### src/gifd_pkg.sv
// ----------------------------------------------------------------------------
// gifd_pkg
// shared types and codes of the gif lzw pixel decoder
// ----------------------------------------------------------------------------
package gifd_pkg;

  localparam int DICT_ENTRIES_DEF  = 4096;
  localparam int MAX_CODE_BITS_DEF = 12;

  localparam logic [3:0] ROOT_RESET = 4'd8;

  // commands
  localparam logic [1:0] CMD_START = 2'd0;
  localparam logic [1:0] CMD_PUSH  = 2'd1;
  localparam logic [1:0] CMD_PULL  = 2'd2;

  // configuration register indexes
  localparam logic [1:0] REG_ROOT       = 2'd0;
  localparam logic [1:0] REG_WIDTH      = 2'd1;
  localparam logic [1:0] REG_HEIGHT     = 2'd2;
  localparam logic [1:0] REG_INTERLACED = 2'd3;

  // interlace passes
  localparam logic [2:0] PASS_1 = 3'd1;
  localparam logic [2:0] PASS_2 = 3'd2;
  localparam logic [2:0] PASS_3 = 3'd3;
  localparam logic [2:0] PASS_4 = 3'd4;

  typedef enum logic [2:0] {
    ST_OK      = 3'd0,
    ST_PIXEL   = 3'd1,
    ST_NEED    = 3'd2,
    ST_REFUSED = 3'd3,
    ST_END     = 3'd4,
    ST_ERROR   = 3'd5
  } status_t;

  typedef enum logic [2:0] {
    S_IDLE,
    S_TOP,
    S_WALK,
    S_WALK_RD,
    S_POP,
    S_EMIT
  } dec_state_t;

  typedef struct packed {
    logic [15:0] col;
    logic [15:0] row;
    logic [2:0]  pass;
  } raster_pos_t;

endpackage

### src/gifd_raster.sv
// ----------------------------------------------------------------------------
// gifd_raster
// raster position step, sequential or four-pass interlaced row order
// ----------------------------------------------------------------------------
module gifd_raster (
  input  gifd_pkg::raster_pos_t pos,
  input  logic [15:0]           image_width,
  input  logic [15:0]           image_height,
  input  logic                  interlaced,
  output gifd_pkg::raster_pos_t pos_nxt,
  output logic                  done
);
  import gifd_pkg::*;

  logic [16:0] w;
  logic [16:0] h;
  logic [16:0] col_inc;
  logic [16:0] y;
  logic [2:0]  p;
  logic        wrapped;

  assign w       = (image_width == 16'd0) ? 17'd1 : {1'b0, image_width};
  assign h       = (image_height == 16'd0) ? 17'd1 : {1'b0, image_height};
  assign col_inc = {1'b0, pos.col} + 17'd1;

  always_comb begin
    pos_nxt = pos;
    done    = 1'b0;
    y       = '0;
    p       = pos.pass;
    wrapped = 1'b0;
    if (col_inc < w) begin
      pos_nxt.col = col_inc[15:0];
    end else begin
      pos_nxt.col = '0;
      if (!interlaced) begin
        y           = {1'b0, pos.row} + 17'd1;
        pos_nxt.row = y[15:0];
        done        = (y >= h);
      end else begin
        if (p == PASS_1 || p == PASS_2) begin
          y = {1'b0, pos.row} + 17'd8;
        end else if (p == PASS_3) begin
          y = {1'b0, pos.row} + 17'd4;
        end else begin
          y = {1'b0, pos.row} + 17'd2;
        end
        // at most four pass changes
        for (int i = 0; i < 4; i++) begin
          if (!wrapped && y >= h) begin
            p = p + 3'd1;
            case (p)
              PASS_2:  y = 17'd4;
              PASS_3:  y = 17'd2;
              PASS_4:  y = 17'd1;
              default: wrapped = 1'b1;
            endcase
          end
        end
        pos_nxt.pass = p;
        if (wrapped) begin
          pos_nxt.row = '0;
          done        = 1'b1;
        end else begin
          pos_nxt.row = y[15:0];
        end
      end
    end
  end
endmodule

### config.mk
export PLATFORM = sky130hd
export DESIGN_NAME = gifd_raster
export DESIGN_NICKNAME = d
export VERILOG_FILES = /design/src/gifd_pkg.sv /design/src/gifd_raster.sv
export SDC_FILE = /design/constraint.sdc
export NUM_CORES = 1
export LEC_CHECK = 0
export ABC_AREA = 1
export BUFFER_PORTS_ARGS = -buffer_cell sky130_fd_sc_hd__buf_2
export CAP_MARGIN = 20
export CORE_ASPECT_RATIO = 0.75
export CORE_MARGIN = 4
export CORE_UTILIZATION = 45
export DETAILED_ROUTE_END_ITERATION = 8
export PLACE_DENSITY = 0.68
export SLEW_MARGIN = 20
export SYNTH_ARGS = -nofsm -noshare
export SYNTH_HDL_FRONTEND = slang
export SYNTH_SLANG_ARGS = --single-unit
### constraint.sdc
create_clock -name vclk -period 10.6
set_clock_uncertainty 0.05 [all_clocks]
set_input_delay 0 -clock vclk [all_inputs]
set_output_delay 0 -clock vclk [all_outputs]
set_load 0.02 [all_outputs]
# After elaboration in Yosys (flattened, before gate mapping)
# Index checks and enable logic that the tools add are counted.
# W data, S select, Z words.
# classes
addsub	9
n_lt_le_gt_ge	6
eq_ne	15
muxes	54
reduce_logical	13
# ops
op	count
$mux W17	13
$pmux W17 S3	3
$mux W16	6
$ge A17 B16 Y1	5
$pmux W16 S3	1
$add A16 B1 Y17 const B	2
$mux W3	11
$logic_not A16 Y1	2
$eq A3 B2 Y1 const B	10
$mux W1	19
$mux W19	1
$add A16 B2 Y17 const B	1
$add A16 B3 Y17 const B	1
$add A16 B4 Y17 const B	1
$lt A17 B16 Y1	1
$add A3 B1 Y3 const B	4
$eq A3 B3 Y1 const B	4
$reduce_or A3 Y1	4
$eq A3 B1 Y1 const B	1
$logic_and A1 B1 Y1	3
$logic_not A1 Y1	3
$logic_or A1 B1 Y1	1
# word_totals
ff_bits	0
input_bits	68
out_inout_bits	36
word_cells	97

# Longest topological paths before layout
# logic_depth
ltp_word	31
depth_mapped	83
depth_no_buf	81

# Worst setup path before layout
# OpenSTA, ideal clock, no wires.
# synth_path
kind	input to output
start	input port pos[1] (netlist bit)
end	output port pos_nxt[11] (netlist bit)
t_arrival_ps	7735
required_time_ps	10550
path_slack_ps	2815
stages	74
n_path_buf	5
cell_sequence	inv_1 > ha_1 > inv_2 > nand2_1 > nand2_1 > buf_6 > o21ai_2 > nand2_2 > nor2_4 > nand2_2 > xor2_1 > inv_1 > ha_1 > nand2_1 > inv_1 > nand2_1 > nor2_1 > a21oi_1 > [... 38 more ...] > nand3_4 > inv_2 > o21ai_2 > buf_4 > nand2_1 > inv_2 > ha_1 > a21o_1 > a21oi_1 > nand4_1 > a21boi_0 > o21ai_0 > nand2_1 > o2111ai_1 > inv_1 > clkbuf_1 > nand3_1 > a22oi_1
# synth_lines
element	line_no	rtl
from (decl)	gifd_raster.sv:6	input gifd_pkg::raster_pos_t pos,
to (decl)	gifd_raster.sv:10	output gifd_pkg::raster_pos_t pos_nxt,

==> reports/summary.txt <==
Die Span X: 130.9 um
Post-layout nets: 1155
Max Cap Viol: 0
Critical path class: input pin to output pin
Post-synthesis simple-gate area fraction: 0.3353
Total of warnings raised by yosys: 0
Switching share of power: 0.6573
Number of global-route vias before repair: 4890
WL final: 15040 um
Mapped Nets: 1059
NetSw: 0.3000 mW
Gpl congestion: 0.9207
Final cycle utilization of the critical path: 0.8886
Post-synthesis sequential area ratio: 0
Synthesized area: 5097 um^2
Placeable Area: 10980 um^2
Netlist cell types: 47
Fmax: 106.2 MHz
Worst setup EP type: output pin
Placed wire-length estimate: 13230 um
Fillers: 1176
Slew HR: 0.3650
Slowest cell on crit path: ha_1
Initial DRC count: 449
# port buffers: 104
GRT overflow: 0
RSZ-0062 raised after global routing: no
Post-Syn Area per Cell: 5.846 um^2
Fin area: 5789 um^2
Max rail drop VDD: 0.06956 mV
Global-route wire length before repair: 24360 um
Total Die Area: 13110 um^2
Crit start category: input pin
DRC: 0
Mux cell area share after synthesis: 0
Data arrival, critical path: 9.37 ns
Row count: 33
Design Power: 0.4563 mW
Dominant cell type by area after synthesis: ha_1
Leak Pwr: 3.591 nW
Flop pwr share: 0
Largest cells by area after synthesis: ha_1 (29%), nand2_1 (14%), inv_1 (13%), nor2_1 (6.1%), xor2_1 (6.0%)
Post-Syn Instances: 872
Post-DRT Antenna Nets: 0
GRT Resource Usage Total: 0.2221
Least-Margin Pin Slew: 0.9491 ns
Crit-path max cell delay: 0.32 ns
Post-Route Setup TNS: 0 ns
I/O pins: 104
Cell with the most instances after synthesis: nand2_1
Largest net degree at the start of global routing: 29
HP Class: input pin to output pin
Storage element area: 0 um^2
Share of layout cells above drive strength 1: 0.1615
Vias per inst: 5.005
Initial core utilization: 0.4641
Number of flip-flops and latches: 0
CP required: 10.55 ns
Slew Viols, Final: 0
Logic pwr share: 1.000
Post-synthesis compound-gate area fraction: 0.1480
Final hold vios: 0
Most instantiated cells after synthesis: nand2_1 (195), inv_1 (182), ha_1 (119)
Placed Area: 5723 um^2
Initial antenna violation count: 0
Largest family of logic cells by synthesized area: simple AND/OR/NAND/NOR gates
Top cell type's share of synthesized area: 0.2921
Worst-path maximum fanout: 18
P&R area growth vs syn: 13.57%
Min-delay src: pos[19]
Ant. Diodes: 0
Crit path from: pos[0]
Power Internal: 0.1564 mW
Status: finished, final reports clean
Most frequent CP cell: nand2_1
Final min period: 9.419 ns
1st-pass router iterations: 5
Setup-failing EPs final: 0
Clock Power Share: 0
Clk_buf instances: 0
Cts hold-fix bufs: 0
Post-synthesis adder-cell area fraction: 0.2921
Die Height: 100.2 um
Vias: 5536
Wire length per cell: 13.60 um
XOR/XNOR Fraction of Synth Area: 0.06676
Power Dens Cells: 78.82 nW/um^2
==> cells in the final DEF (no fill, tap or decap), types with 3 or more instances in the layout <==
master | synthesis | final
a32oi_1 | 9 | 9
buf_2 | 4 | 104
a22oi_1 | 6 | 5
nor4_1 | 6 | 6
nand4_1 | 11 | 11
nand3_1 | 39 | 39
buf_4 | 2 | 3
nor2_4 | 4 | 6
inv_2 | 12 | 13
o21ai_0 | 17 | 17
nand3_2 | 3 | 3
nor2_1 | 83 | 80
a211oi_1 | 5 | 4
nand2_1 | 195 | 194
xor2_1 | 35 | 35
ha_1 | 119 | 119
a21oi_1 | 46 | 46
nand2_2 | 5 | 6
inv_1 | 182 | 180
a21o_1 | 4 | 4
nor3_1 | 22 | 22
o21a_1 | 4 | 4
nand2_4 | 5 | 5
o21ai_1 | 18 | 18
nor2_2 | 2 | 3
==> timing repair <==
action,in CTS,in global routing
resized for setup,0,9
endpoints found under the setup margin,0,19
buffers inserted,0,3
==> critical path, delay by kind of cell <==
family	cells	cell delay (ns)
fa+ha+maj	5	1.34
xor+xnor	1	0.23
simple gates	49	4.63
buf+inv	13	1.42
compound gates	12	1.73
==> layout make-up <==
type,instances,area (um^2),share of cell area
timing repair buffer,107,543.0,0.09380
tap,140,175.2,0.03026
inverter,195,735.7,0.1271
timing repair inverter,1,5.005,0.0008645
multi-input combinational,663,4330,0.7480
==> kinds of logic after synthesis <==
group / count (synthesis)
and+or+nand+nor: 382
buffers and inverters: 209
AOI/OAI and AO/OA: 124
adders and majority gates: 119
xor gates and xnor gates: 38
==> path summary, 6_finish.rpt <==
| check | end | slack (ns) | cells past startpoint |
|---|---|---|---|
| setup / recovery | pos_nxt[3] | 1.18 | 80 |
| hold / removal | pos_nxt[19] | 0.27 | 3 |
==> metal layers <==
| metal | vias up | track usage | wire, um |
|---|---|---|---|
| met2 | 165 | 0.3226 | 6082 |
| met4 | 0 | 0.004743 | 53 |
| met3 | 4 | 0.001596 | 770 |
| met5 | - | 0 | 0 |
| li1 | 2998 | - | - |
| met1 | 2369 | 0.3788 | 8133 |
==> power groups by stage <==
| stage | Combinational [mW] | Sequential (mW) | Clock, mW |
|---|---|---|---|
| final | 0.456 | 0 | 0 |
| after global routing | 0.521 | 0 | 0 |
| after CTS | 0.446 | 0 | 0 |
| after detailed placement | 0.443 | 0 | 0 |
| after global placement | 0.445 | 0 | 0 |
| after floorplan | 0.331 | 0 | 0 |
==> per-stage QoR <==
stage | hold slack, ns | utilization | cells | worst slack [ns]
CTS | 0.2745 | 0.5211 | 1102 | 0.8107
finish | 0.2730 | 0.5271 | 1106 | 1.181
global placement | 0.2690 | 0.5211 | 1102 | 1.026
detailed placement | 0.2722 | 0.5211 | 1102 | 0.8573
global route | 0.3036 | 0.5271 | 1106 | 0.003892
floorplan | 0.02979 | - | 872 | 2.815
(Power assumes the default switching activity.)
